[src/hdl/scc_pkg.sv]
// ----------------------------------------------------------------------------
// scc_pkg
// Shared codes, widths and types of the stack calculator core.
// ----------------------------------------------------------------------------
`default_nettype none

package scc_pkg;

  // Fixed field widths of the stream items
  localparam int unsigned OP_W        = 4;
  localparam int unsigned FIELD_W     = 32;
  localparam int unsigned STATUS_W    = 3;
  localparam int unsigned DEPTH_OUT_W = 7;
  localparam int unsigned S_TDATA_W   = 72;
  localparam int unsigned M_TDATA_W   = 48;

  // Instruction codes
  localparam logic [OP_W-1:0] OP_PUSH  = 4'd0;
  localparam logic [OP_W-1:0] OP_OUT   = 4'd1;
  localparam logic [OP_W-1:0] OP_ADD   = 4'd2;
  localparam logic [OP_W-1:0] OP_SUB   = 4'd3;
  localparam logic [OP_W-1:0] OP_MUL   = 4'd4;
  localparam logic [OP_W-1:0] OP_DIV   = 4'd5;
  localparam logic [OP_W-1:0] OP_SQRT  = 4'd6;
  localparam logic [OP_W-1:0] OP_PUSHR = 4'd7;
  localparam logic [OP_W-1:0] OP_POPR  = 4'd8;
  localparam logic [OP_W-1:0] OP_IN    = 4'd9;
  localparam logic [OP_W-1:0] OP_HALT  = 4'd10;

  // Status codes
  localparam logic [STATUS_W-1:0] ST_OK      = 3'd0;
  localparam logic [STATUS_W-1:0] ST_UNDER   = 3'd1;
  localparam logic [STATUS_W-1:0] ST_OVER    = 3'd2;
  localparam logic [STATUS_W-1:0] ST_DIVZ    = 3'd3;
  localparam logic [STATUS_W-1:0] ST_NEGSQ   = 3'd4;
  localparam logic [STATUS_W-1:0] ST_BADREG  = 3'd5;
  localparam logic [STATUS_W-1:0] ST_UNKNOWN = 3'd6;
  localparam logic [STATUS_W-1:0] ST_HALTED  = 3'd7;

  // Operations of the iterative arithmetic unit
  typedef enum logic [1:0] {
    ITER_MUL  = 2'd0,
    ITER_DIV  = 2'd1,
    ITER_SQRT = 2'd2
  } iter_op_e;

  // Request to the iterative unit
  typedef struct packed {
    logic     start;
    iter_op_e op;
  } iter_req_t;

endpackage

`default_nettype wire

[src/hdl/scc_stack_mem.sv]
// ----------------------------------------------------------------------------
// scc_stack_mem
// Stack word memory: one write port, two registered read ports.
// ----------------------------------------------------------------------------
`default_nettype none

module scc_stack_mem #(
  parameter int unsigned Depth     = 64,
  parameter int unsigned DataWidth = 32,
  localparam int unsigned AddrW    = $clog2(Depth)
) (
  input  wire logic                 clk_i,
  input  wire logic                 we_i,
  input  wire logic [AddrW-1:0]     waddr_i,
  input  wire logic [DataWidth-1:0] wdata_i,
  input  wire logic [AddrW-1:0]     raddr_a_i,
  input  wire logic [AddrW-1:0]     raddr_b_i,
  output logic      [DataWidth-1:0] rdata_a_o,
  output logic      [DataWidth-1:0] rdata_b_o
);

  logic [DataWidth-1:0] mem [Depth];
  logic [DataWidth-1:0] rdata_a_q;
  logic [DataWidth-1:0] rdata_b_q;

  // Write and read, data registered
  always_ff @(posedge clk_i) begin
    if (we_i) begin
      mem[waddr_i] <= wdata_i;
    end
    rdata_a_q <= mem[raddr_a_i];
    rdata_b_q <= mem[raddr_b_i];
  end

  assign rdata_a_o = rdata_a_q;
  assign rdata_b_o = rdata_b_q;

endmodule

`default_nettype wire

[src/hdl/scc_iter_unit.sv]
// ----------------------------------------------------------------------------
// scc_iter_unit
// Bit-serial multiply, truncating signed divide and floor square root.
// ----------------------------------------------------------------------------
`default_nettype none

module scc_iter_unit #(
  parameter int unsigned DataWidth = 32
) (
  input  wire logic                     clk_i,
  input  wire logic                     rst_ni,
  input  wire scc_pkg::iter_req_t       req_i,
  input  wire logic     [DataWidth-1:0] a_i,
  input  wire logic     [DataWidth-1:0] b_i,
  output logic                          done_o,
  output logic          [DataWidth-1:0] result_o
);

  localparam int unsigned W      = DataWidth;
  localparam int unsigned SqIter = (W + 1) / 2;
  localparam int unsigned SqW    = 2 * SqIter;
  localparam int unsigned CntW   = $clog2(W + 1);

  logic                busy_q;
  scc_pkg::iter_op_e   op_q;
  logic [CntW-1:0]     cnt_q;
  logic [W-1:0]        acc_q;
  logic [W-1:0]        mcand_q;
  logic [W-1:0]        mplier_q;
  logic [W:0]          rem_q;
  logic [W-1:0]        dvsr_q;
  logic                neg_q;
  logic [SqW-1:0]      sqx_q;
  logic [SqIter+1:0]   sqrem_q;
  logic [SqIter-1:0]   root_q;

  logic [W-1:0]        abs_a;
  logic [W-1:0]        abs_b;
  logic [W:0]          div_sh;
  logic                div_fit;
  logic [SqIter+1:0]   sq_sh;
  logic [SqIter+1:0]   sq_trial;
  logic                sq_fit;

  // Magnitudes for the divide
  assign abs_a = a_i[W-1] ? ({W{1'b0}} - a_i) : a_i;
  assign abs_b = b_i[W-1] ? ({W{1'b0}} - b_i) : b_i;

  // One restoring divide step and one square root digit step
  assign div_sh   = {rem_q[W-1:0], mcand_q[W-1]};
  assign div_fit  = div_sh >= {1'b0, dvsr_q};
  assign sq_sh    = {sqrem_q[SqIter-1:0], sqx_q[SqW-1:SqW-2]};
  assign sq_trial = {root_q, 2'b01};
  assign sq_fit   = sq_sh >= sq_trial;

  // Control: load on start, count steps, finish in the cycle after the last step
  always_ff @(posedge clk_i or negedge rst_ni) begin
    if (!rst_ni) begin
      busy_q <= 1'b0;
      cnt_q  <= '0;
      op_q   <= scc_pkg::ITER_MUL;
    end else if (req_i.start) begin
      busy_q <= 1'b1;
      op_q   <= req_i.op;
      cnt_q  <= (req_i.op == scc_pkg::ITER_SQRT) ? CntW'(SqIter) : CntW'(W);
    end else if (busy_q) begin
      if (cnt_q != '0) begin
        cnt_q <= cnt_q - CntW'(1);
      end else begin
        busy_q <= 1'b0;
      end
    end
  end

  // Datapath
  always_ff @(posedge clk_i) begin
    if (req_i.start) begin
      acc_q   <= '0;
      rem_q   <= '0;
      sqrem_q <= '0;
      root_q  <= '0;
      sqx_q   <= SqW'(a_i);
      dvsr_q  <= abs_b;
      neg_q   <= a_i[W-1] ^ b_i[W-1];
      mplier_q <= b_i;
      mcand_q <= (req_i.op == scc_pkg::ITER_DIV) ? abs_a : a_i;
    end else if (busy_q && cnt_q != '0) begin
      case (op_q)
        scc_pkg::ITER_MUL: begin
          if (mplier_q[0]) begin
            acc_q <= acc_q + mcand_q;
          end
          mcand_q  <= {mcand_q[W-2:0], 1'b0};
          mplier_q <= {1'b0, mplier_q[W-1:1]};
        end
        scc_pkg::ITER_DIV: begin
          rem_q   <= div_fit ? (div_sh - {1'b0, dvsr_q}) : div_sh;
          acc_q   <= {acc_q[W-2:0], div_fit};
          mcand_q <= {mcand_q[W-2:0], 1'b0};
        end
        default: begin
          sqrem_q <= sq_fit ? (sq_sh - sq_trial) : sq_sh;
          root_q  <= {root_q[SqIter-2:0], sq_fit};
          sqx_q   <= {sqx_q[SqW-3:0], 2'b00};
        end
      endcase
    end
  end

  assign done_o = busy_q && (cnt_q == '0);

  // Select the finished result
  always_comb begin
    case (op_q)
      scc_pkg::ITER_MUL:  result_o = acc_q;
      scc_pkg::ITER_DIV:  result_o = neg_q ? ({W{1'b0}} - acc_q) : acc_q;
      default:            result_o = W'(root_q);
    endcase
  end

endmodule

`default_nettype wire

[src/hdl/stack_calculator_core.sv]
// ----------------------------------------------------------------------------
// stack_calculator_core
// Stack-machine integer calculator, one instruction per input item.
// ----------------------------------------------------------------------------
// Usage: each item on the s_axis channel carries one instruction (tdata) and
// the end-of-program mark (tlast). Each item produces exactly one result item
// on the m_axis channel: popped word, status, stack depth and halt flag in
// tdata, and the popped-word flag in tuser.
// Push, out, add, sub, pushr, popr, in, halt and every failing instruction go
// from the decode state straight to the commit state; mul, div and sqrt first
// run in a shared bit-serial unit between decode and commit. The stack memory
// read is registered ahead of the decode. One item is in flight at a time:
// s_axis_tready is high once the previous item has committed, even while its
// result waits.
// Reset empties the stack, clears the register file and the halt flag; stack
// words are never used before being written. When the receiver stalls, the
// result waits in the output register and the next item waits before commit.
// ----------------------------------------------------------------------------
`default_nettype none

module stack_calculator_core #(
  parameter int unsigned STACK_DEPTH = 64,
  parameter int unsigned NUM_REGS    = 4,
  parameter int unsigned DATA_WIDTH  = 32
) (
  input  wire logic                            clk_i,
  input  wire logic                            rst_ni,
  // operation[3:0], operand[35:4], keyboard_value[67:36], zero pad[71:68]
  input  wire logic [scc_pkg::S_TDATA_W-1:0]   s_axis_tdata,
  input  wire logic                            s_axis_tlast,   // end_of_program
  input  wire logic                            s_axis_tvalid,
  output logic                                 s_axis_tready,
  // out_value[31:0], status[34:32], stack_depth[41:35], halted[42], zero[47:43]
  output logic      [scc_pkg::M_TDATA_W-1:0]   m_axis_tdata,
  output logic                                 m_axis_tuser,   // out_valid
  output logic                                 m_axis_tvalid,
  input  wire logic                            m_axis_tready
);

  localparam int unsigned W    = DATA_WIDTH;
  localparam int unsigned AW   = $clog2(STACK_DEPTH);
  localparam int unsigned PW   = $clog2(STACK_DEPTH + 1);
  localparam int unsigned RW   = (NUM_REGS > 1) ? $clog2(NUM_REGS) : 1;
  localparam int unsigned FW   = scc_pkg::FIELD_W;
  localparam int unsigned STW  = scc_pkg::STATUS_W;
  localparam int unsigned PADW = scc_pkg::M_TDATA_W - FW - STW - scc_pkg::DEPTH_OUT_W - 1;

  localparam logic [1:0] S_IDLE = 2'd0;
  localparam logic [1:0] S_EXEC = 2'd1;
  localparam logic [1:0] S_ITER = 2'd2;
  localparam logic [1:0] S_DONE = 2'd3;

  // Control state
  logic [1:0]            state_q, state_d;
  logic [PW-1:0]         sp_q;
  logic                  halt_q;
  logic [W-1:0]          regs_q [NUM_REGS];
  logic                  m_valid_q;

  // Item and pending commit
  logic [scc_pkg::OP_W-1:0] op_q;
  logic signed [FW-1:0]  operand_q;
  logic signed [FW-1:0]  kbd_q;
  logic                  eop_q;
  logic [STW-1:0]        st_q, st_d;
  logic [FW-1:0]         oval_q, oval_d;
  logic                  ovalid_q, ovalid_d;
  logic                  mwe_q, mwe_d;
  logic [AW-1:0]         maddr_q, maddr_d;
  logic [W-1:0]          wdata_q, wdata_d;
  logic [PW-1:0]         spn_q, spn_d;
  logic                  rwe_q, rwe_d;
  logic                  halt_n_q, halt_d;
  logic [scc_pkg::M_TDATA_W-1:0] m_data_q;
  logic                  m_user_q;

  logic                  s_fire;
  logic                  out_free;
  logic                  commit;
  logic [W-1:0]          top;
  logic [W-1:0]          sec;
  logic                  ge1, ge2, full;
  logic                  reg_ok;
  logic [RW-1:0]         ridx;
  logic                  push_en;
  logic [W-1:0]          push_val;
  scc_pkg::iter_req_t    iter_req;
  logic                  iter_done;
  logic [W-1:0]          iter_res;

  assign s_axis_tready = (state_q == S_IDLE);
  assign s_fire        = s_axis_tvalid && s_axis_tready;
  assign out_free      = !m_valid_q || m_axis_tready;
  assign commit        = (state_q == S_DONE) && out_free;

  // Stack memory, read at top and second from the current pointer
  scc_stack_mem #(
    .Depth     (STACK_DEPTH),
    .DataWidth (W)
  ) u_mem (
    .clk_i     (clk_i),
    .we_i      (commit && mwe_q),
    .waddr_i   (maddr_q),
    .wdata_i   (wdata_q),
    .raddr_a_i (AW'(sp_q - PW'(1))),
    .raddr_b_i (AW'(sp_q - PW'(2))),
    .rdata_a_o (top),
    .rdata_b_o (sec)
  );

  scc_iter_unit #(
    .DataWidth (W)
  ) u_iter (
    .clk_i    (clk_i),
    .rst_ni   (rst_ni),
    .req_i    (iter_req),
    .a_i      ((op_q == scc_pkg::OP_SQRT) ? top : sec),
    .b_i      (top),
    .done_o   (iter_done),
    .result_o (iter_res)
  );

  assign ge1    = (sp_q != '0);
  assign ge2    = (sp_q >= PW'(2));
  assign full   = (sp_q == PW'(STACK_DEPTH));
  assign reg_ok = !operand_q[FW-1] && (operand_q[FW-2:0] < (FW-1)'(NUM_REGS));
  assign ridx   = operand_q[RW-1:0];

  // Decode the held item against the stack words just read
  always_comb begin
    st_d      = scc_pkg::ST_OK;
    oval_d    = '0;
    ovalid_d  = 1'b0;
    mwe_d     = 1'b0;
    maddr_d   = AW'(sp_q);
    wdata_d   = '0;
    spn_d     = sp_q;
    rwe_d     = 1'b0;
    halt_d    = halt_q || eop_q;
    push_en   = 1'b0;
    push_val  = '0;
    iter_req.start = 1'b0;
    iter_req.op    = scc_pkg::ITER_MUL;
    if (halt_q) begin
      st_d = scc_pkg::ST_HALTED;
    end else begin
      case (op_q)
        scc_pkg::OP_PUSH: begin
          push_en  = 1'b1;
          push_val = W'(operand_q);
        end
        scc_pkg::OP_OUT: begin
          if (!ge1) begin
            st_d = scc_pkg::ST_UNDER;
          end else begin
            spn_d    = sp_q - PW'(1);
            oval_d   = FW'($signed(top));
            ovalid_d = 1'b1;
          end
        end
        scc_pkg::OP_ADD, scc_pkg::OP_SUB: begin
          if (!ge2) begin
            st_d = scc_pkg::ST_UNDER;
          end else begin
            mwe_d   = 1'b1;
            maddr_d = AW'(sp_q - PW'(2));
            wdata_d = (op_q == scc_pkg::OP_ADD) ? (sec + top) : (sec - top);
            spn_d   = sp_q - PW'(1);
          end
        end
        scc_pkg::OP_MUL, scc_pkg::OP_DIV: begin
          if (!ge2) begin
            st_d = scc_pkg::ST_UNDER;
          end else if (op_q == scc_pkg::OP_DIV && top == '0) begin
            st_d = scc_pkg::ST_DIVZ;
          end else begin
            iter_req.start = 1'b1;
            iter_req.op    = (op_q == scc_pkg::OP_MUL) ? scc_pkg::ITER_MUL
                                                       : scc_pkg::ITER_DIV;
            mwe_d   = 1'b1;
            maddr_d = AW'(sp_q - PW'(2));
            spn_d   = sp_q - PW'(1);
          end
        end
        scc_pkg::OP_SQRT: begin
          if (!ge1) begin
            st_d = scc_pkg::ST_UNDER;
          end else if (top[W-1]) begin
            st_d = scc_pkg::ST_NEGSQ;
          end else begin
            iter_req.start = 1'b1;
            iter_req.op    = scc_pkg::ITER_SQRT;
            mwe_d   = 1'b1;
            maddr_d = AW'(sp_q - PW'(1));
          end
        end
        scc_pkg::OP_PUSHR: begin
          if (!reg_ok) begin
            st_d = scc_pkg::ST_BADREG;
          end else begin
            push_en  = 1'b1;
            push_val = regs_q[ridx];
          end
        end
        scc_pkg::OP_POPR: begin
          if (!reg_ok) begin
            st_d = scc_pkg::ST_BADREG;
          end else if (!ge1) begin
            st_d = scc_pkg::ST_UNDER;
          end else begin
            rwe_d   = 1'b1;
            wdata_d = top;
            spn_d   = sp_q - PW'(1);
          end
        end
        scc_pkg::OP_IN: begin
          push_en  = 1'b1;
          push_val = W'(kbd_q);
        end
        scc_pkg::OP_HALT: begin
          halt_d = 1'b1;
        end
        default: begin
          st_d = scc_pkg::ST_UNKNOWN;
        end
      endcase
      // Common push path
      if (push_en) begin
        if (full) begin
          st_d = scc_pkg::ST_OVER;
        end else begin
          mwe_d   = 1'b1;
          maddr_d = AW'(sp_q);
          wdata_d = push_val;
          spn_d   = sp_q + PW'(1);
        end
      end
    end
    // Gate the iterative unit to the decode cycle
    if (state_q != S_EXEC) begin
      iter_req.start = 1'b0;
    end
  end

  // Sequencer
  always_comb begin
    state_d = state_q;
    case (state_q)
      S_IDLE: if (s_fire) state_d = S_EXEC;
      S_EXEC: state_d = iter_req.start ? S_ITER : S_DONE;
      S_ITER: if (iter_done) state_d = S_DONE;
      S_DONE: if (out_free) state_d = S_IDLE;
      default: state_d = S_IDLE;
    endcase
  end

  // Control registers: commit pointer, halt flag, register file, output valid
  always_ff @(posedge clk_i or negedge rst_ni) begin
    if (!rst_ni) begin
      state_q   <= S_IDLE;
      sp_q      <= '0;
      halt_q    <= 1'b0;
      m_valid_q <= 1'b0;
      for (int i = 0; i < NUM_REGS; i++) begin
        regs_q[i] <= '0;
      end
    end else begin
      state_q <= state_d;
      if (commit) begin
        sp_q      <= spn_q;
        halt_q    <= halt_n_q;
        m_valid_q <= 1'b1;
        if (rwe_q) begin
          regs_q[ridx] <= wdata_q;
        end
      end else if (m_axis_tready) begin
        m_valid_q <= 1'b0;
      end
    end
  end

  // Payload registers: hold the item, the decoded commit and the result
  always_ff @(posedge clk_i) begin
    if (s_fire) begin
      op_q      <= s_axis_tdata[scc_pkg::OP_W-1:0];
      operand_q <= s_axis_tdata[scc_pkg::OP_W +: FW];
      kbd_q     <= s_axis_tdata[scc_pkg::OP_W + FW +: FW];
      eop_q     <= s_axis_tlast;
    end
    if (state_q == S_EXEC) begin
      st_q     <= st_d;
      oval_q   <= oval_d;
      ovalid_q <= ovalid_d;
      mwe_q    <= mwe_d;
      maddr_q  <= maddr_d;
      wdata_q  <= wdata_d;
      spn_q    <= spn_d;
      rwe_q    <= rwe_d;
      halt_n_q <= halt_d;
    end
    if (state_q == S_ITER && iter_done) begin
      wdata_q <= iter_res;
    end
    if (commit) begin
      m_data_q <= {{PADW{1'b0}}, halt_n_q, scc_pkg::DEPTH_OUT_W'(spn_q), st_q, oval_q};
      m_user_q <= ovalid_q;
    end
  end

  assign m_axis_tdata  = m_data_q;
  assign m_axis_tuser  = m_user_q;
  assign m_axis_tvalid = m_valid_q;

endmodule

`default_nettype wire

[config.mk]
export PLATFORM = sky130hd
export DESIGN_NAME = stack_calculator_core
export DESIGN_NICKNAME = d
export VERILOG_FILES = /design/src/hdl/scc_pkg.sv /design/src/hdl/scc_stack_mem.sv /design/src/hdl/scc_iter_unit.sv /design/src/hdl/stack_calculator_core.sv
export SDC_FILE = /design/constraint.sdc
export NUM_CORES = 2
export LEC_CHECK = 0
export BUFFER_PORTS_ARGS = -buffer_cell sky130_fd_sc_hd__buf_2
export CAP_MARGIN = 20
export CORE_MARGIN = 2
export CORE_UTILIZATION = 40
export DETAILED_ROUTE_END_ITERATION = 8
export PLACE_DENSITY = 0.51
export SETUP_SLACK_MARGIN = 0.02
export SLEW_MARGIN = 20
export SYNTH_ARGS = -nofsm -noshare
export SYNTH_HDL_FRONTEND = slang
export SYNTH_SLANG_ARGS = --single-unit
[constraint.sdc]
create_clock -name clk_i -period 9.13 [get_ports clk_i]
set_input_delay 2.2825 -clock clk_i [delete_from_list [all_inputs] [get_ports clk_i]]
set_output_delay 2.2825 -clock clk_i [all_outputs]
set_load 0.01 [all_outputs]
# After elaboration in Yosys (flattened, before gate mapping)
# Memories as Yosys holds them, arrays and structs flattened. A register that Yosys moved wholly into a read port is not among the register bits.
# Index checks and enable logic that the tools add are counted.
[totals]
romBits = 0
latch_bits = 0
mem_bits_rw = 2048
mem_count = 1
word_cells = 232
input_bits = 77
output_inout_bits = 51
reg_bits = 570
[classes]
add_sub_neg = 12
n_lt_le_gt_ge = 6
eq_ne = 23
n_reduce_logical = 44
n_bitwise = 6
n_div = 0
shifts = 0
multipliers = 0
n_mux = 104
[mem_list]
columns = ["name", "words", "width", "read_ports", "rd_clocked_by_memory_dff", "wr", "line", "rtl"]
rows = [
  ["u_mem.mem", 64, 32, 2, 2, 1, "scc_stack_mem.sv:22", "logic [DataWidth-1:0] mem [Depth];"],
]
[op_table]
columns = ["cell", "count"]
rows = [
  ["two-way mux 32 bit", 28],
  ["case mux 32 bit (2 select lines)", 3],
  ["bitwise mux 128 bit", 1],
  ["case mux 32 bit (3 select lines)", 1],
  ["subtractor 1 x 32 -> 32 bit (first input constant)", 3],
  ["two-way mux 6 bit", 12],
  ["adder 32 bit", 2],
  ["binary-select mux 32 bit (select 2 bit)", 1],
  ["demux 32 bit (select 2 bit)", 1],
  ["subtractor 32 bit", 2],
  ["two-way mux 7 bit", 8],
  ["greater-or-equal comparator 33 x 32 -> 1 bit", 1],
  ["two-way mux 3 bit", 11],
  ["zero test 32 bit", 1],
  ["< comparator 31 x 3 -> 1 bit (second input constant)", 1],
  ["two-way mux 31 bit", 1],
  ["case mux 7 bit (4 select lines)", 1],
  ["two-way mux 1 bit", 24],
  ["case mux 3 bit (7 select lines)", 1],
  ["greater-or-equal comparator 18 bit", 1],
  ["case mux 6 bit (3 select lines)", 1],
  ["equality test 4 x 3 -> 1 bit (second input constant)", 4],
  ["two-way mux 16 bit", 1],
  ["nonzero test 2 bit", 8],
  ["36 further kinds", 77],
]

# Logic depth before layout (Yosys ltp)
[depth]
word_depth = 11
mapped_depth = 19
ltp_nobuf = 18

# By module
# Synthesis repeated with hierarchy kept, for this count alone.
[unflattened]
cells_unflattened = 7610
hier_area_um2 = 128828.6
[modules_own_cells]
columns = ["module", "cells_each", "seq_area_each_um2", "area_per_inst_um2", "instances"]
rows = [
  ["scc_stack_mem", 4440, 62780.2, 95751.8, 1],
  ["stack_calculator_core", 1419, 9394.0, 17441.7, 1],
  ["scc_iter_unit", 1751, 6020.8, 15635.0, 1],
]

# Least setup slack after synthesis
# Ideal clock, no wire load.
[synth_timing]
kind = "input-to-reg"
start = "in m_axis_tready"
end = "mem u_mem.mem[30][0], enable pin"
n_path_buf = 1
required_time_ps = 8709
path_slack_ps = 4050
arrival_ps = 4659
cell_stages = 7
setup_ps = 421
path_cell_list = "nand2b_1 and2_1 clkbuf_1 nand2_1 nor2_1 nand3_1 nor2_1"
[synth_via]
elab_chain_len = 5
[synth_lines]
columns = ["item", "line", "rtl"]
rows = [
  ["start: declaration", "stack_calculator_core.sv:37", "input wire logic m_axis_tready"],
  ["logical OR 1 bit", "stack_calculator_core.sv:93", "assign out_free = !m_valid_q || m_axis_tready;"],
  ["logical AND 1 bit", "stack_calculator_core.sv:94", "assign commit = (state_q == S_DONE) && out_free;"],
  ["logical AND 1 bit", "stack_calculator_core.sv:102", ".we_i (commit && mwe_q),"],
  ["two-way mux 1 bit", "scc_stack_mem.sv:28", "if (we_i) begin"],
  ["two-way mux 1 bit (not written as such)", "scc_stack_mem.sv:29", "mem[waddr_i] <= wdata_i;"],
  ["end: declaration", "scc_stack_mem.sv:22", ""],
]
# Every way passes these cells.

# Worst setup path after layout
[layout_timing]
start = "reg sp_q[1]"
end = "reg u_iter.rem_q[13]"
[layout_via]
elab_chain_len = 5
elab_cells_between_ends = 7
classes_between = "1 x order compare; 5 x mux; 1 x reduce/logical"
[layout_lines]
columns = ["item", "line", "rtl"]
rows = [
  ["start: declaration", "stack_calculator_core.sv:55", "logic [PW-1:0] sp_q;"],
  ["start signal: assignment", "stack_calculator_core.sv:270", "sp_q <= spn_q;"],
  ["greater-or-equal comparator 7 x 2 -> 1 bit / nonzero test 7 bit (equally long branches)", "stack_calculator_core.sv:124, stack_calculator_core.sv:123", ""],
  ["two-way mux 3 bit, on equally long branches", "stack_calculator_core.sv:172, stack_calculator_core.sv:186", ""],
  ["case mux 3 bit (2 select lines) *", "stack_calculator_core.sv:147", "case (op_q)"],
  ["two-way mux 3 bit *", "stack_calculator_core.sv:144", "if (halt_q) begin"],
  ["two-way mux 1 bit *", "stack_calculator_core.sv:240", "if (state_q != S_EXEC) begin"],
  ["end signal: assignment", "scc_iter_unit.sv:97", "rem_q <= div_fit ? (div_sh - {1'b0, dvsr_q}) : div_sh;"],
  ["end: declaration", "scc_iter_unit.sv:30", "logic [W:0] rem_q;"],
]
# Every way passes the cells marked *; elsewhere a longest branch is shown, timed or not.
# A chain may end at the register's enable or synchronous reset.

==> results_dict.tcl <==
set metrics [dict create \
    p_sw_share_pct 39.7 \
    rsz0062_at_grt "no" \
    combPwrFrac_pct 48.8 \
    syn_avg_cell_area_um2 18.0 \
    r2r_setup_slack_ns 3.95 \
    seq_power_share_pct 29.7 \
    synth_cell_type_count 101 \
    switchingPower_mw 22.6 \
    setup.worst_path.class "reg2reg" \
    intPower_mw 34.3 \
    dieArea_um2 323000 \
    crit_fanout 168 \
    final_area_um2 144000 \
    rr_startpoint "sp_q[1]" \
    area_delta_synth_final_pct 12.6 \
    ys_seq_elements 2682 \
    h-tree-depth 5 \
    grt_max_degree 169 \
    drcViolationCount 0 \
    setup-tns-final_ns 0 \
    die_x_um 568 \
    antenna_found_initial 30 \
    vdd_drop_max_mv 0.497 \
    wire_per_inst_um 35.7 \
    skew_ns 0.0579 \
    synth-edff-count 2374 \
    num_io_pins 128 \
    hold_depth 0 \
    grt_usage_pct 25.4 \
    ys_seq_area_share_pct 61.4 \
    critPathRequiredTime_ns 9.94 \
    reg2regPathDepth 11 \
    yosysMostFrequentCell "edfxtp_1" \
    gp_congestion 0.935 \
    cts_root_buf "clkbuf_16" \
    path_clk_slew_ns 0.06 \
    arrival_ns 5.99 \
    cp.buffers_inverters 2 \
    vias 73900 \
    synth_warnings 0 \
    min_path_type "reg2reg" \
    period_minus_slack_ns 5.18 \
    fin_total_pwr_mw 56.8 \
    grt_pass1_vias 74100 \
    postRouteAntennaNets 0 \
    wl_um 416000 \
    min_to "m_axis_tdata[34]" \
    finalSetupViolCount 0 \
    crit_path_end_kind "flip-flop" \
    nets 7435 \
    start_util_pct 40.1 \
    cts_sinks 2682 \
    power.density_nw_per_um2 396 \
    synthTopCellsByCount "2374 x edfxtp_1, 1376 x mux4_2, 426 x nand2_1, 321 x clkbuf_1, 274 x o21ai_0" \
    netlist.area_leader.share_pct 55.9 \
    ctsHoldBuffers 0 \
    cts_setup_buffers 0 \
    critPathLaunchType "flip-flop" \
    cts.repair.resized 0 \
    tightest_slew_ns 1.17 \
    fillers 27100 \
    utilization_pct 45.2 \
    holdWs_ns 0.419 \
    min_period_over_period_pct 56.7 \
    relSlewSlack_pct 22.2 \
    die_y_um 568 \
    largest_register "u_mem.mem" \
    drtPass1Iterations 6 \
    status "finished clean" \
    clockBufferDepth 4 \
    holdCritStartpoint "st_q[2]" \
    fp-row-count 207 \
    coreArea_um2 318000 \
    leakage_nw 46.4 \
    avgViaCountPerCell 6.34 \
    hpwl_um 254000 \
    largest_reg_flops 2048 \
    max_freq_mhz 193 \
    r2r-end "u_iter.rem_q[13]" \
    clk_latency_ns 0.93 \
    cts_buffers 310 \
    drive_above_1_share_pct 32.2 \
    grt_pass1_wl_um 579000 \
    ys_top_cells_by_area "edfxtp_1 56%, mux4_2 24%, dfrtp_1 2.9%, dfxtp_1 2.5%, ha_1 1.3%" \
    syn_inst 7081 \
    netlist.top_cell.by_area "edfxtp_1" \
    gr-total-overflow 0 \
    syn_area_um2 127000 \
    io_buffers 118 \
    slew_violations 0 \
    placed_area_um2 134000 \
    pwr-share-clk_pct 21.4 \
    cts_tree "done" \
    first_iter_violations 8914 \
    final_hold_viol_count 0 \
    async_flop_share_pct 5.52 \
    maxCapViolCount 0 \
    crit_chain "inv_1 -> ha_4 -> or3b_1 -> nor3_2 -> nand2b_1 -> nand3_1 -> o21a_1 -> or2_4 -> buf_12 -> nand2_1 -> o21ai_0" \
    cp_slowest_cell "dfrtp_4" \
    critPathMaxStageDelay_ns 0.73 \
    crit_family "simple AND/OR/NAND/NOR gates" \
    dominantRegCellSynth "edfxtp_1" \
]
## worst register-to-register path, stage by stage (launching register included)
cell and delay [ns]:
dfrtp_4 0.73, inv_1 0.40, ha_4 0.24, or3b_1 0.46
nor3_2 0.38, nand2b_1 0.22, nand3_1 0.21, o21a_1 0.23
or2_4 0.46, buf_12 0.54, nand2_1 0.87, o21ai_0 0.34
## worst max-delay path by stage
stage / startpoint / end / slack [ns] / cells past startpoint
2_1_floorplan: m_axis_tready / u_mem.mem[30][0] / 4.05 / 7
3_3_place_gp: m_axis_tready / u_mem.mem[22][11] / 3.18 / 8
3_5_place_dp: m_axis_tready / u_mem.mem[22][3] / 3.15 / 8
4_1_cts: sp_q[0] / u_mem.rdata_a_o[3] / 3.99 / 6
5_1_grt: sp_q[1] / u_iter.rem_q[18] / 3.61 / 11
6_report: sp_q[1] / u_iter.rem_q[13] / 3.95 / 11
## layer usage
metal  vias to the layer above  GRT usage [%]  part of all wire, %  wire (um)
met1                     40100           35.1                   41     169000
met5                         -              0                0.022         92
met3                       646           4.08                  7.6      31400
li1                      29800              -                    -          -
met4                        14           8.60                  3.6      14900
met2                      3275           41.2                   48     200000
## power by group through the flow
stage | logic [mW] | clock network (mW) | registers (mW)
floorplan | 17.2 | 0 | 17.0
global placement | 27.8 | 0 | 17.1
detailed placement | 27.9 | 0 | 17.1
CTS | 27.9 | 12.4 | 16.8
global route | 29.0 | 12.9 | 17.0
finish | 27.8 | 12.2 | 16.9
## per-stage QoR
stage          cells  setup WS [ns]
6_report       11700           3.95
5_1_grt        11700           3.61
4_1_cts        11700           3.99
3_5_place_dp   11100           3.15
3_3_place_gp   11100           3.18
2_1_floorplan   7085           4.05
## final cells by class
type | count | area [um2] | share of cell area (%)
diodes | 8 | 20.0 | 0.0139
clock buffers | 411 | 8400 | 5.85
clock inverters | 148 | 1460 | 1.02
inverters | 103 | 389 | 0.271
multi-input cells | 3797 | 47500 | 33.1
flip-flops and latches | 2682 | 78200 | 54.5
well taps | 4180 | 5230 | 3.64
repair buffers | 329 | 2370 | 1.65
## logic make-up (layout without fill, tap and decap cells)
| group | after synthesis | after routing | synth area share, % |
|---|---|---|---|
| other | 1 | 13 | 0.00294 |
| AO/OA/AOI/OAI | 859 | 859 | 4.20 |
| adder cells (fa/ha/maj) | 135 | 135 | 1.34 |
| XOR/XNOR | 216 | 216 | 1.48 |
| buffers and inverters | 606 | 991 | 1.94 |
| AND/OR/NAND/NOR | 1008 | 1008 | 3.66 |
| multiplexers | 1574 | 1574 | 26.0 |
| flip-flops | 2682 | 2682 | 61.4 |
## placed cells by master (no fill, tap or decap), types with 28 or more instances in the layout
master and instances:
nor2_4 66, o31ai_1 35, dfxtp_1 159, inv_1 102, nand2_1 426, a211oi_1 28, edfxtp_1 2374, clkinv_2 47
xor2_1 55, mux4_2 1376, buf_4 195, nand3_1 43, dfrtp_1 146, ha_1 129, clkinv_1 47, a21o_1 39
o21ai_0 273, xnor2_1 154, nand2b_1 32, and2_1 42, a222oi_1 34, nor3_1 61, nor2_1 168, clkbuf_1 81
buf_2 117, clkbuf_16 316, mux2i_1 61, mux2_2 135, a21oi_1 215, a31oi_1 31
Power figures use the tool's default switching activity.
